===== src/rtl/msgcks_pkg.sv =====
`default_nettype none

package msgcks_pkg;

    // Trailer geometry: "10=NNN" plus the closing separator.
    localparam int unsigned DelayDepth = 7;
    localparam int unsigned CountSat   = 8;

    // Byte codes.
    localparam logic [7:0] SEP_SOH   = 8'h01;
    localparam logic [7:0] SEP_PIPE  = 8'h7C;
    localparam logic [7:0] CHR_ONE   = 8'h31;
    localparam logic [7:0] CHR_ZERO  = 8'h30;
    localparam logic [7:0] CHR_EQUAL = 8'h3D;
    localparam logic [5:0] DIGIT_ZERO = 6'h30;

    // Result of one message, as handed from the accumulator to the top level.
    typedef struct packed {
        logic       check_ok;
        logic [7:0] checksum;
        logic       pipe_separator;
    } t_msg_result;

    // The three ASCII digits of a checksum.
    typedef struct packed {
        logic [5:0] hundreds;
        logic [5:0] tens;
        logic [5:0] ones;
    } t_digits;

    // Splits a byte into decimal digits. The tens digit uses a multiply by
    // 205 and a shift by 11, which is exact for values below 100.
    function automatic t_digits to_digits(input logic [7:0] cs);
        logic [1:0]  h;
        logic [7:0]  rem;
        logic [14:0] prod;
        logic [3:0]  t;
        logic [3:0]  o;
        t_digits     d;
        if (cs >= 8'd200) begin
            h   = 2'd2;
            rem = cs - 8'd200;
        end else if (cs >= 8'd100) begin
            h   = 2'd1;
            rem = cs - 8'd100;
        end else begin
            h   = 2'd0;
            rem = cs;
        end
        prod = 15'(rem[6:0]) * 15'd205;
        t    = prod[14:11];
        o    = 4'(rem - 8'(t) * 8'd10);
        d.hundreds = DIGIT_ZERO + 6'(h);
        d.tens     = DIGIT_ZERO + 6'(t);
        d.ones     = DIGIT_ZERO + 6'(o);
        return d;
    endfunction

endpackage

`default_nettype wire


===== src/rtl/msgcks_channels.sv =====
`default_nettype none

// Input channel: one message byte per item.
interface msgcks_in_if;
    logic       valid;
    logic       ready;
    logic [7:0] data_byte;
    logic       last_byte;

    modport source (output valid, output data_byte, output last_byte, input ready);
    modport sink   (input valid, input data_byte, input last_byte, output ready);
endinterface

// Output channel: one check result per message.
interface msgcks_out_if;
    logic       valid;
    logic       ready;
    logic       check_ok;
    logic [7:0] checksum;
    logic [5:0] digit_hundreds;
    logic [5:0] digit_tens;
    logic [5:0] digit_ones;
    logic       pipe_separator;

    modport source (output valid, output check_ok, output checksum, output digit_hundreds,
                    output digit_tens, output digit_ones, output pipe_separator,
                    input ready);
    modport sink   (input valid, input check_ok, input checksum, input digit_hundreds,
                    input digit_tens, input digit_ones, input pipe_separator,
                    output ready);
endinterface

`default_nettype wire


===== src/rtl/msgcks_accum.sv =====
`default_nettype none

// Per-message state: trailer delay line, running sum, length count and the
// separator guess. The result for a byte is formed from the updated state in
// the same cycle, and the state clears after a last byte.
module msgcks_accum (
    input  wire logic                     i_clk,
    input  wire logic                     i_rst_n,
    input  wire logic                     i_step,
    input  wire logic [7:0]               i_data_byte,
    input  wire logic                     i_last_byte,
    output msgcks_pkg::t_msg_result       o_result
);

    localparam int unsigned Depth = msgcks_pkg::DelayDepth;

    logic [7:0] r_delay [Depth];
    logic [7:0] n_delay [Depth];
    logic [7:0] r_sum;
    logic [7:0] n_sum;
    logic [3:0] r_count;
    logic [3:0] n_count;
    logic       r_found;
    logic       n_found;
    logic       r_pipe;
    logic       n_pipe;

    logic       absorb;
    logic [7:0] oldest;
    logic [7:0] addend;
    logic [7:0] sep;
    logic       ok;

    // Shift the delay line and fold the byte leaving it into the sum.
    always_comb begin
        oldest  = r_delay[0];
        absorb  = (r_count >= 4'(Depth));
        n_found = r_found;
        n_pipe  = r_pipe;
        if (absorb && !r_found &&
            (oldest == msgcks_pkg::SEP_SOH || oldest == msgcks_pkg::SEP_PIPE)) begin
            n_found = 1'b1;
            n_pipe  = (oldest == msgcks_pkg::SEP_PIPE);
        end
        if (n_pipe && oldest == msgcks_pkg::SEP_PIPE) begin
            addend = msgcks_pkg::SEP_SOH;
        end else begin
            addend = oldest;
        end
        n_sum = absorb ? r_sum + addend : r_sum;
        for (int i = 0; i < Depth - 1; i++) begin
            n_delay[i] = r_delay[i + 1];
        end
        n_delay[Depth - 1] = i_data_byte;
        n_count = (r_count < 4'(msgcks_pkg::CountSat)) ? r_count + 4'd1 : r_count;
    end

    // Message check on the updated state.
    always_comb begin
        sep = n_pipe ? msgcks_pkg::SEP_PIPE : msgcks_pkg::SEP_SOH;
        ok  = (n_count >= 4'(msgcks_pkg::CountSat))
           && (n_delay[0] == msgcks_pkg::CHR_ONE)
           && (n_delay[1] == msgcks_pkg::CHR_ZERO)
           && (n_delay[2] == msgcks_pkg::CHR_EQUAL)
           && (n_delay[Depth - 1] == sep);
        o_result.check_ok       = ok;
        o_result.checksum       = ok ? n_sum : 8'd0;
        o_result.pipe_separator = n_pipe;
    end

    // State update; a last byte returns everything to the cleared state.
    always_ff @(posedge i_clk) begin
        if (!i_rst_n || (i_step && i_last_byte)) begin
            for (int i = 0; i < Depth; i++) begin
                r_delay[i] <= 8'd0;
            end
            r_sum   <= 8'd0;
            r_count <= 4'd0;
            r_found <= 1'b0;
            r_pipe  <= 1'b0;
        end else if (i_step) begin
            r_delay <= n_delay;
            r_sum   <= n_sum;
            r_count <= n_count;
            r_found <= n_found;
            r_pipe  <= n_pipe;
        end
    end

endmodule

`default_nettype wire


===== src/rtl/fix_message_checksum_core.sv =====
`default_nettype none

// Channel   Modport  Payload                                   Role
// i_byte    sink     data_byte[7:0], last_byte                 message bytes in
// o_result  source   check_ok, checksum[7:0], digit_* [5:0],   one result per message
//                    pipe_separator
//
// One byte is taken per clock cycle; the state update is a single 8-bit add.
// A result appears in the output register in the cycle after its last byte is taken.
// Synchronous active-low reset clears the message state and the output valid.
// While a result waits on o_result.ready, further bytes are held off by
// i_byte.ready; a taken result frees the register in the same cycle.

module fix_message_checksum_core (
    input  wire logic    i_clk,
    input  wire logic    i_rst_n,
    msgcks_in_if.sink    i_byte,
    msgcks_out_if.source o_result
);

    msgcks_pkg::t_msg_result acc_result;
    msgcks_pkg::t_msg_result r_result;
    msgcks_pkg::t_digits     digits;
    logic                    r_valid;
    logic                    accept;

    assign i_byte.ready = !r_valid || o_result.ready;
    assign accept       = i_byte.valid && i_byte.ready;

    msgcks_accum u_accum (
        .i_clk       (i_clk),
        .i_rst_n     (i_rst_n),
        .i_step      (accept),
        .i_data_byte (i_byte.data_byte),
        .i_last_byte (i_byte.last_byte),
        .o_result    (acc_result)
    );

    // Output register: loaded on a last byte, emptied when taken.
    always_ff @(posedge i_clk) begin
        if (!i_rst_n) begin
            r_valid <= 1'b0;
        end else if (accept && i_byte.last_byte) begin
            r_valid <= 1'b1;
        end else if (o_result.ready) begin
            r_valid <= 1'b0;
        end
    end

    always_ff @(posedge i_clk) begin
        if (accept && i_byte.last_byte) begin
            r_result <= acc_result;
        end
    end

    // ASCII digits from the held checksum.
    assign digits = msgcks_pkg::to_digits(r_result.checksum);

    assign o_result.valid          = r_valid;
    assign o_result.check_ok       = r_result.check_ok;
    assign o_result.checksum       = r_result.checksum;
    assign o_result.pipe_separator = r_result.pipe_separator;
    assign o_result.digit_hundreds = digits.hundreds;
    assign o_result.digit_tens     = digits.tens;
    assign o_result.digit_ones     = digits.ones;

endmodule

`default_nettype wire


===== src/flat_wrapper.sv =====
// flat-port wrapper written by rule: the top's interface ports become plain ports
module fix_message_checksum_core_flat 
  (i_clk, i_rst_n, i_byte_valid, i_byte_data_byte, i_byte_last_byte, i_byte_ready, o_result_valid, o_result_check_ok, o_result_checksum, o_result_digit_hundreds, o_result_digit_tens, o_result_digit_ones, o_result_pipe_separator, o_result_ready);
  msgcks_in_if i_byte_i ();
  msgcks_out_if o_result_i ();
  input  wire logic i_clk;
  input  wire logic i_rst_n;
  input wire logic [$bits(i_byte_i.valid)-1:0] i_byte_valid;
  input wire logic [$bits(i_byte_i.data_byte)-1:0] i_byte_data_byte;
  input wire logic [$bits(i_byte_i.last_byte)-1:0] i_byte_last_byte;
  output wire logic [$bits(i_byte_i.ready)-1:0] i_byte_ready;
  output wire logic [$bits(o_result_i.valid)-1:0] o_result_valid;
  output wire logic [$bits(o_result_i.check_ok)-1:0] o_result_check_ok;
  output wire logic [$bits(o_result_i.checksum)-1:0] o_result_checksum;
  output wire logic [$bits(o_result_i.digit_hundreds)-1:0] o_result_digit_hundreds;
  output wire logic [$bits(o_result_i.digit_tens)-1:0] o_result_digit_tens;
  output wire logic [$bits(o_result_i.digit_ones)-1:0] o_result_digit_ones;
  output wire logic [$bits(o_result_i.pipe_separator)-1:0] o_result_pipe_separator;
  input wire logic [$bits(o_result_i.ready)-1:0] o_result_ready;
  assign i_byte_i.valid = i_byte_valid;
  assign i_byte_i.data_byte = i_byte_data_byte;
  assign i_byte_i.last_byte = i_byte_last_byte;
  assign i_byte_ready = i_byte_i.ready;
  assign o_result_valid = o_result_i.valid;
  assign o_result_check_ok = o_result_i.check_ok;
  assign o_result_checksum = o_result_i.checksum;
  assign o_result_digit_hundreds = o_result_i.digit_hundreds;
  assign o_result_digit_tens = o_result_i.digit_tens;
  assign o_result_digit_ones = o_result_i.digit_ones;
  assign o_result_pipe_separator = o_result_i.pipe_separator;
  assign o_result_i.ready = o_result_ready;
  fix_message_checksum_core u_core (.i_clk(i_clk), .i_rst_n(i_rst_n), .i_byte(i_byte_i), .o_result(o_result_i));
endmodule

===== config.mk =====
export PLATFORM = sky130hd
export DESIGN_NAME = fix_message_checksum_core_flat
export DESIGN_NICKNAME = d
export VERILOG_FILES = /design/src/rtl/msgcks_pkg.sv /design/src/rtl/msgcks_channels.sv /design/src/rtl/msgcks_accum.sv /design/src/rtl/fix_message_checksum_core.sv /design/src/flat_wrapper.sv
export SDC_FILE = /design/constraint.sdc
export NUM_CORES = 1
export LEC_CHECK = 0
export BUFFER_PORTS_ARGS = -buffer_cell sky130_fd_sc_hd__buf_4
export CAP_MARGIN = 0
export CORE_MARGIN = 4
export CORE_UTILIZATION = 56
export CTS_BUF_LIST = sky130_fd_sc_hd__clkbuf_4 sky130_fd_sc_hd__clkbuf_8
export DETAILED_ROUTE_END_ITERATION = 7
export PLACE_DENSITY = 0.79
export SLEW_MARGIN = 25
export SYNTH_ARGS = -nofsm -noshare
export SYNTH_HDL_FRONTEND = slang
export SYNTH_SLANG_ARGS = --single-unit
export TNS_END_PERCENT = 100

===== constraint.sdc =====
create_clock -name i_clk -period 6.6 [get_ports i_clk]
set_input_delay 0.66 -clock i_clk [delete_from_list [all_inputs] [get_ports i_clk]]
set_output_delay 0.66 -clock i_clk [all_outputs]
set_load 0.02 [all_outputs]

==> flow_summary_export.csv, run 1 <==
group,metric,value,unit
routing,drcViolationCount,0,
grt,grt_max_degree,65,
critical_path,slowest_stage,"fa_1",
run,maxCapViolCount,0,
routing,initialDrtViolationCount,148,
clock_tree,clk_pin_slew,0.08,ns
pwr,powerDensity,318.2,mW/mm²
sta,whs,0.4461,ns
routing,first_pass_iters,4,
layout,drive_gt1_frac,0.2043,
sta,setup_violations,2,
place,hpwlAfterDp,6.685,mm
sta,max_freq,143.6,MHz
critical_path,cpMostUsedCell,"xnor2_2",
clock_tree,cts_buffer_depth,2,
critical_path,critPathMaxFanout,5,
worst_hold_path,hp-class,"reg -> reg",
synthesis,synth.largest_area_cell,"dfxtp_1",
sta,period_needed,6.966,ns
synthesis,yosysSeqAreaShare,0.3706,
sta,rsz0062_at_grt,"yes",
floorplan,design.core.area,0.007888,mm²
grt,grt_pass1_vias,3670,
layout,fin_area,0.005545,mm²
critical_path,start_kind,"register",
clock_tree,cts_root_buf,"clkbuf_8",
synthesis,synth_edf_count,10,
layout,area_delta_synth_final,19.36,%
clock_tree,h-tree-depth,3,
place,dp_worst_setup_slack,-0.1344,ns
critical_path,required,5.94,ns
floorplan,dieArea,0.009817,mm²
floorplan,initial_core_util,0.5890,
sta,worst_slack,-0.3661,ns
synthesis,async_reset_ff_frac,0,
status,status,"complete, but fails checks",
synthesis,synth_ff_type,"dfxtp_1",
clock_tree,clock_latency,0.34,ns
layout,fin_cells,709,
clock_tree,cts_tree,"built",
place,numPortBuffers,34,
sta,hold_violations,0,
sta,skew,0.01088,ns
floorplan,die_h,99.08,µm
clock_tree,cts_num_sinks,81,
status,violations,"setup timing",
critical_path,max_stage_delay,0.53,ns
synthesis,synth_area_per_cell,8.341,µm²
layout,antenna_cells,0,
place,gp_congestion,0.9084,
sta,slew_headroom,0.4911,
synthesis,ys_top_cells_by_area,"dfxtp_1 (31%), ha_1 (13%), nand2_1 (12%)",
grt,grt_pass1_wl,16.04,mm
grt,antenna_found_initial,0,
sta,fin_crit_sh,1.055,
critical_path,path_cells,"buf_6, o311a_1, a41o_1, buf_4, o311a_2, ha_4, ha_1, inv_1, fa_1, fa_1, inv_2, ha_4, a31oi_1, nor2_1, or3_4, a211oi_4, xnor2_2, ha_2, inv_2, fa_2, xnor2_2, xnor2_2, xnor2_2, buf_4",
clock_tree,ctsHoldBuffers,0,
routing,via_count,3849,
place,dpl_cell_area,0.005075,mm²
layout,fin_util,0.7030,
clock_tree,cts_buffers,9,
synthesis,synth_top_area_frac,0.3060,
critical_path,r2r_slack,2.53,ns
synthesis,yosys_warnings,0,
floorplan,ios,43,
synthesis,syn_inst,557,
pwr,leakage,2.204,nW
sta,worst_pin_slew,0.7634,ns
critical_path,worstPathArrival,6.31,ns
layout,fin_nets,672,
place,placedCellCount,683,
grt,overflow,0,
critical_path,crit_path_end_kind,"output pin",
routing,viasPerCell,5.429,
synthesis,ys_ff_latch,81,
synthesis,ys_types,57,
routing,routedWlPerCell,13.60,µm
grt,grt_use_total,0.1982,
critical_path,worstSetupPathType,"reg -> out",
floorplan,rows,32,
synthesis,synthesis.area,0.004646,mm²
routing,wl,9.645,mm
pwr,ir_drop,235.6,µV
sta,finalMaxSlewViolations,0,
floorplan,die_w,99.08,µm
routing,ant_nets,0,
layout make-up:
cell class / instances / area (µm²)
clock inverters: 6 / 90.09
multi-input cells: 417 / 2880
fillers: 577 / 2342
inverters: 32 / 122.6
clock buffers: 10 / 137.6
repair buffers: 61 / 465.4
flip-flops and latches: 81 / 1722
well taps: 102 / 127.6
metal layers:
metal,GRT usage,part of all wire
met1,0.2364,0.40
met2,0.3445,0.53
met3,0.03751,0.043
met4,0.08929,0.024
met5,0,0
flip-flops by register name (all words and copies together) (netlist names), 4 cells and up:
| register | cells |
|---|---|
| u_core.u_accum.n_delay | 48 |
| u_core.o_result.checksum | 8 |
| u_core.u_accum.oldest | 8 |
| u_core.u_accum.r_count | 4 |
| u_core.u_accum.r_sum | 8 |
what timing repair did:
item / in CTS / in global routing
setup endpoints to repair: 2 / 3
buffers inserted: 5 / 5
resized for setup: 12 / 13
pin swaps: 23 / 33
layout by cell type, fill, tap and decap left out, types with 8 or more instances in the layout:
cell,netlist,final
dfxtp_1,71,71
buf_4,9,59
edfxtp_1,10,10
conb_1,2,8
fa_1,10,8
a21oi_1,79,79
inv_1,32,25
clkbuf_8,0,10
nor2_1,23,23
xnor2_1,15,8
nand2_1,147,144
ha_1,47,40
power by group:
part           total (mW)  internal (mW)  switching, mW
clock               0.402          0.225          0.177
sequential          0.511          0.506        0.00509
combinational       0.852          0.410          0.442
total                1.76           1.14          0.624
kinds of logic after synthesis:
logic type	synth area share
other	0.001617
DFF	0.3706
AOI/OAI and AO/OA	0.1457
xor gates and xnor gates	0.03582
muxes	0.006733
buffers and inverters	0.06302
adders and majority gates	0.1697
and+or+nand+nor	0.2068
through the flow:
step | power [mW] | TNS [ns]
after floorplan | 1.039 | -0.2326
after global placement | 1.237 | -0.001054
after detailed placement | 1.271 | -0.1344
after CTS | 1.724 | -0.4431
after global routing | 1.879 | -0.9070
final | 1.764 | -0.4162
final timing paths:
kind,from,end,cells past startpoint
max reg2reg,u_core.u_accum.r_count[0]$_SDFFE_PP0P_,u_core.o_result.checksum[7]$_SDFFCE_PN0P_,13
min reg2reg,u_core.u_accum.n_delay[30]$_SDFFE_PP0P_,u_core.u_accum.n_delay[38]$_SDFFE_PP0P_,2
min,u_core.u_accum.n_delay[30]$_SDFFE_PP0P_,u_core.u_accum.n_delay[38]$_SDFFE_PP0P_,2
max,u_core.o_result.checksum[3]$_SDFFCE_PN0P_,o_result_digit_ones[3],24
cells in the mapped netlist (2+ instances only):
| cell type | number |
|---|---|
| nand2_1 | 147 |
| a21oi_1 | 79 |
| dfxtp_1 | 71 |
| ha_1 | 47 |
| inv_1 | 32 |
| nor2_1 | 23 |
| clkbuf_1 | 19 |
| xnor2_1 | 15 |
| edfxtp_1 | 10 |
| fa_1 | 10 |
| buf_4 | 9 |
| and2_1 | 8 |
| nand4_1 | 7 |
| o21ai_0 | 7 |
| nand3_1 | 5 |
| or3_1 | 4 |
| xor2_1 | 4 |
| buf_1 | 3 |
| nor3_1 | 3 |
| nor4_1 | 3 |
| o21a_1 | 3 |
| a211oi_1 | 2 |
| a211oi_2 | 2 |
| a21boi_0 | 2 |
| a21o_1 | 2 |
| a31oi_1 | 2 |
| buf_6 | 2 |
| conb_1 | 2 |
| mux2i_1 | 2 |
| nand2b_1 | 2 |
| nor2b_1 | 2 |
| nor3b_1 | 2 |
| o311a_2 | 2 |
critical path: cells and delay by family (launching register included):
kind | cells | cell delay, ns
buf+inv | 6 | 0.64
simple gates | 2 | 0.47
compound gates | 5 | 1.53
xor+xnor | 4 | 0.66
flops | 1 | 0.42
fa+ha+maj | 7 | 2.25
No activity file was read; power rests on OpenSTA's default activity.
==> run 2, diff against run 1 <==
--- a/config.mk
+++ b/config.mk
@@ -5,12 +5,12 @@
 export SDC_FILE = /design/constraint.sdc
 export NUM_CORES = 1
 export LEC_CHECK = 0
-export BUFFER_PORTS_ARGS = -buffer_cell sky130_fd_sc_hd__buf_4
 export CAP_MARGIN = 0
 export CORE_MARGIN = 4
-export CORE_UTILIZATION = 56
+export CORE_UTILIZATION = 60
 export CTS_BUF_LIST = sky130_fd_sc_hd__clkbuf_4 sky130_fd_sc_hd__clkbuf_8
 export DETAILED_ROUTE_END_ITERATION = 7
+export DONT_BUFFER_PORTS = 1
 export PLACE_DENSITY = 0.79
 export SLEW_MARGIN = 25
 export SYNTH_ARGS = -nofsm -noshare
==> flow_summary_export.csv, run 2 (synthesis gave the netlist of run 1 again) <==
group,metric,value,unit
pwr,leakage,2.086,nW
place,placedCellCount,653,
place,dpl_cell_area,0.004868,mm²
sta,period_needed,7.077,ns
routing,via_count,3884,
floorplan,rows,31,
grt,antenna_found_initial,0,
critical_path,crit_path_end_kind,"output pin",
clock_tree,h-tree-depth,3,
clock_tree,cts_buffers,9,
layout,area_delta_synth_final,15.16,%
sta,slew_headroom,0.3293,
pwr,powerDensity,315.8,mW/mm²
layout,nFillCells,536,
floorplan,ios,43,
routing,initialDrtViolationCount,185,
layout,final_common_cell,"nand2_1",
sta,hold_violations,0,
clock_tree,clock_latency,0.36,ns
pwr,ir_drop,207.8,µV
place,hpwlAfterDp,6.704,mm
clock_tree,cts_root_buf,"clkbuf_8",
place,numPortBuffers,0,
sta,worst_pin_slew,1.006,ns
critical_path,worstPathArrival,6.42,ns
layout,final_cell_mix,"nand2_1 (144), a21oi_1 (78), dfxtp_1 (71), ha_1 (40), buf_4 (33)",
routing,routedWlPerCell,14.95,µm
sta,setup_violations,2,
layout,multi_input_area,0.002882,mm²
layout,fin_cells,679,
critical_path,critPathMaxFanout,4,
routing,wl,10.15,mm
status,violations,"setup timing",
clock_tree,ctsHoldBuffers,0,
sta,fin_crit_sh,1.072,
layout,fin_area,0.005350,mm²
sta,rsz0062_at_grt,"yes",
sta,finalMaxSlewViolations,0,
sta,worst_slack,-0.4765,ns
worst_hold_path,hp-class,"in -> reg",
status,status,"complete, but fails checks",
layout,fin_nets,645,
layout,largest_reg_flops,48,
layout,drive_gt1_frac,0.1724,
sta,skew,0.01406,ns
layout,antenna_cells,0,
critical_path,worstSetupPathType,"reg -> out",
floorplan,die_w,96.00,µm
layout,regArea,0.001722,mm²
critical_path,required,5.94,ns
run,maxCapViolCount,0,
floorplan,dieArea,0.009215,mm²
routing,viasPerCell,5.720,
floorplan,design.core.area,0.007370,mm²
routing,first_pass_iters,4,
clock_tree,cts_num_sinks,81,
sta,whs,0.4339,ns
floorplan,die_h,96.00,µm
routing,drcViolationCount,0,
critical_path,start_kind,"register",
clock_tree,cts_buffer_depth,2,
grt,grt_max_degree,71,
grt,grt_pass1_wl,16.09,mm
grt,grt_pass1_vias,3641,
clock_tree,clk_pin_slew,0.08,ns
place,dp_worst_setup_slack,-0.2110,ns
clock_tree,cts_tree,"built",
routing,ant_nets,0,
layout,fin_util,0.7260,
place,gp_congestion,0.8516,
grt,grt_use_total,0.2220,
sta,max_freq,141.3,MHz
grt,overflow,0,
floorplan,initial_core_util,0.6304,
run 2: cell types whose count changed in the layout (fill, tap and decap cells not counted), sizes merged:
cell,change
clkinv,+1
bufinv,+1
buf,-27
clkbuf,-1
clkinvlp,-1
run 2: critical path, cell delays in order (launching register included):
cell      delay [ns]
edfxtp_1        0.45
inv_2           0.11
ha_4            0.12
or2b_4          0.27
a31oi_4         0.20
buf_6           0.14
a21o_4          0.13
inv_4           0.04
a22oi_2         0.22
xnor2_2         0.18
ha_1            0.30
fa_1            0.45
ha_1            0.28
inv_1           0.05
fa_1            0.51
inv_2           0.05
ha_4            0.15
a211oi_2        0.23
nor2_1          0.08
or3_4           0.40
a211oi_4        0.27
xnor2_2         0.16
ha_2            0.20
inv_2           0.04
fa_2            0.40
xnor2_2         0.17
xnor2_2         0.16
xnor2_2         0.30
run 2: what timing repair did:
item                                    in CTS  in global routing
buffers inserted                             9                  2
endpoints found under the setup margin       2                  5
resized for setup                           13                 15
pin swaps                                   21                  6
run 2: layer usage:
layer  global-route usage  vias up  routed length (µm)
li1                     -     1892                   -
met1               0.2538     1858                4025
met2               0.3905      103                5222
met3              0.05317       31                 569
met4              0.09834        0                 332
met5                    0        -                   0
run 2: path summary, 6_finish.rpt:
| path | from | slack (ns) | depth (start not counted) | endpoint |
|---|---|---|---|---|
| min reg2reg | u_core.u_accum.n_delay[30]$_SDFFE_PP0P_ | 0.45 | 2 | u_core.u_accum.n_delay[38]$_SDFFE_PP0P_ |
| max | u_core.o_result.checksum[3]$_SDFFCE_PN0P_ | -0.48 | 27 | o_result_digit_ones[3] |
| min | i_byte_data_byte[1] | 0.43 | 2 | u_core.u_accum.n_delay[9]$_SDFFE_PP0P_ |
| max reg2reg | u_core.u_accum.r_count[0]$_SDFFE_PP0P_ | 2.42 | 13 | u_core.o_result.checksum[7]$_SDFFCE_PN0P_ |
run 2: layout make-up:
| class | instances | share of cell area |
|---|---|---|
| clock buffer | 9 | 0.02315 |
| clock inverter | 7 | 0.02198 |
| inverter | 32 | 0.02292 |
| multi-input combinational | 417 | 0.5386 |
| sequential | 81 | 0.3218 |
| tap | 99 | 0.02315 |
| timing repair buffer | 34 | 0.04841 |
run 2: through the flow:
step | setup TNS [ns] | total power [mW]
after global routing | -0.9895 | 1.786
after detailed placement | -0.2110 | 1.160
after global placement | 0 | 1.127
final | -0.5524 | 1.689
after CTS | -0.3383 | 1.657
after floorplan | -0.2326 | 1.039
run 2: power by group:
part           internal [mW]  switching [mW]  total, mW  leakage (nW)
logic                  0.316           0.427      0.744          1.30
clock network          0.252           0.183      0.435         0.124
registers              0.506         0.00566      0.511         0.661
==> run 3, diff against run 2 <==
--- a/config.mk
+++ b/config.mk
@@ -12,6 +12,7 @@
 export DETAILED_ROUTE_END_ITERATION = 7
 export DONT_BUFFER_PORTS = 1
 export PLACE_DENSITY = 0.79
+export SKIP_CTS_REPAIR_TIMING = 1
 export SLEW_MARGIN = 25
 export SYNTH_ARGS = -nofsm -noshare
 export SYNTH_HDL_FRONTEND = slang
==> flow_summary_export.csv, run 3 (synthesis gave the netlist of run 1 again) <==
group,metric,value,unit
floorplan,ios,43,
clock_tree,cts_tree,"built",
routing,initialDrtViolationCount,185,
grt,grt_pass1_wl,15.41,mm
clock_tree,cts_num_sinks,81,
layout,fin_util,0.7124,
critical_path,worstSetupPathType,"reg -> out",
critical_path,critPathLaunch,"u_core.o_result.checksum[3]$_SDFFCE_PN0P_",
sta,hold_violations,0,
sta,period_needed,7.070,ns
routing,viasPerCell,5.576,
critical_path,crit_path_end_kind,"output pin",
critical_path,required,5.94,ns
floorplan,design.core.area,0.007370,mm²
clock_tree,clk_pin_slew,0.08,ns
grt,grt_pass1_vias,3586,
layout,antenna_cells,0,
sta,slew_headroom,0.3366,
layout,multi_input_area,0.002800,mm²
clock_tree,cts_buffer_depth,2,
clock_tree,cts_buffers,9,
routing,routedWlPerCell,14.00,µm
layout,fin_nets,643,
place,gp_congestion,0.8516,
sta,setup_violations,2,
clock_tree,h-tree-depth,3,
critical_path,r2r_start,"u_core.u_accum.r_count[0]$_SDFFE_PP0P_",
sta,worst_pin_slew,0.9951,ns
layout,drive_gt1_frac,0.1488,
sta,worst_slack,-0.4703,ns
floorplan,die_h,96.00,µm
sta,fin_crit_sh,1.071,
floorplan,dieArea,0.009215,mm²
critical_path,r2r_slack,2.41,ns
critical_path,critPathMaxFanout,4,
grt,grt_use_total,0.2114,
grt,overflow,0,
pwr,powerDensity,311.0,mW/mm²
sta,rsz0062_at_grt,"yes",
layout,fin_cells,677,
pwr,leakage,2.078,nW
layout,final_common_cell,"nand2_1",
grt,antenna_found_initial,0,
floorplan,rows,31,
clock_tree,clock_latency,0.36,ns
pwr,ir_drop,208.7,µV
run,maxCapViolCount,0,
routing,drcViolationCount,0,
layout,largest_reg_flops,48,
layout,regArea,0.001722,mm²
routing,via_count,3775,
layout,nFillCells,557,
layout,final_cell_mix,"nand2_1 (144), a21oi_1 (78), dfxtp_1 (71), ha_1 (44), buf_4 (32)",
floorplan,die_w,96.00,µm
routing,first_pass_iters,4,
sta,max_freq,141.4,MHz
critical_path,start_kind,"register",
place,numPortBuffers,0,
place,placedCellCount,653,
floorplan,initial_core_util,0.6304,
critical_path,worstPathArrival,6.41,ns
grt,grt_max_degree,71,
routing,ant_nets,0,
critical_path,cp-endpoint,"o_result_digit_ones[3]",
critical_path,r2r_end,"u_core.o_result.checksum[7]$_SDFFCE_PN0P_",
sta,finalMaxSlewViolations,0,
status,violations,"setup timing",
sta,skew,0.01058,ns
clock_tree,cts_root_buf,"clkbuf_8",
status,status,"complete, but fails checks",
worst_hold_path,hp-class,"in -> reg",
routing,wl,9.477,mm
critical_path,worst_r2r_path_depth,13,
layout,area_delta_synth_final,13.01,%
place,hpwlAfterDp,6.704,mm
==> run 3: cell count changes in the layout (fill, tap and decap cells not counted), sizes merged <==
| cell | change |
|---|---|
| buf | -2 |
==> run 3: how the worst min path moves through the flow <==
stage | from | cells after the start | to | slack [ns]
2_1_floorplan | u_core.u_accum.n_delay[8]$_SDFFE_PP0P_ | 2 | u_core.u_accum.n_delay[16]$_SDFFE_PP0P_ | 0.43
3_3_place_gp | u_core.u_accum.n_delay[25]$_SDFFE_PP0P_ | 2 | u_core.u_accum.n_delay[33]$_SDFFE_PP0P_ | 0.44
3_5_place_dp | u_core.u_accum.n_delay[24]$_SDFFE_PP0P_ | 2 | u_core.u_accum.n_delay[32]$_SDFFE_PP0P_ | 0.45
4_1_cts | i_byte_data_byte[1] | 2 | u_core.u_accum.n_delay[9]$_SDFFE_PP0P_ | 0.43
5_1_grt | i_byte_data_byte[4] | 2 | u_core.u_accum.n_delay[12]$_SDFFE_PP0P_ | 0.43
6_report | i_byte_data_byte[1] | 2 | u_core.u_accum.n_delay[9]$_SDFFE_PP0P_ | 0.43
==> run 3: layer usage <==
metal | vias up | part of all wire | wire [µm] | global-route usage
met5 | - | 0 | 0 | 0
met4 | 0 | 0.022 | 212 | 0.08531
met3 | 23 | 0.043 | 407 | 0.04691
met2 | 71 | 0.52 | 4890 | 0.3795
met1 | 1787 | 0.42 | 3966 | 0.2409
li1 | 1894 | - | - | -
==> run 3: area by class of cell <==
class	count	share of cell area
inverter	32	0.02336
timing repair buffer	32	0.04576
sequential	81	0.3279
clock inverter	7	0.02240
clock buffer	9	0.02359
multi-input combinational	417	0.5334
tap	99	0.02359
==> run 3: worst max-delay path, stage by stage, from the launching register on <==
cell	delay (ns)
edfxtp_1	0.46
inv_2	0.11
ha_4	0.13
or2b_4	0.27
a31oi_4	0.20
nand2_2	0.09
and2_4	0.15
xnor2_2	0.13
mux2i_2	0.22
ha_1	0.31
fa_1	0.45
ha_1	0.28
inv_1	0.05
fa_1	0.48
inv_1	0.04
ha_1	0.26
nand4_1	0.10
or3_4	0.41
a2111oi_4	0.34
a211oi_4	0.09
buf_4	0.16
xnor2_2	0.14
ha_2	0.20
inv_2	0.04
fa_2	0.37
xnor2_2	0.16
xnor2_2	0.15
xnor2_2	0.27
==> run 3: stage by stage <==
stage                     setup slack, ns  hold slack [ns]  total power [mW]  cell area (µm²)  TNS [ns]
after global routing              -0.7572           0.4270             1.738             5250    -1.138
after CTS                         -0.6050           0.4251             1.589             5110   -0.8130
after global placement            0.04121           0.4379             1.127             4868         0
after floorplan                   -0.2326           0.4321             1.039             4731   -0.2326
after detailed placement          -0.2110           0.4457             1.160             4868   -0.2110
final                             -0.4703           0.4311             1.633             5250   -0.5947
==> run 3: power breakdown <==
group | internal [mW] | switching [mW] | leakage (nW)
clock | 0.252 | 0.184 | 0.124
combinational | 0.290 | 0.395 | 1.29
sequential | 0.506 | 0.00566 | 0.661
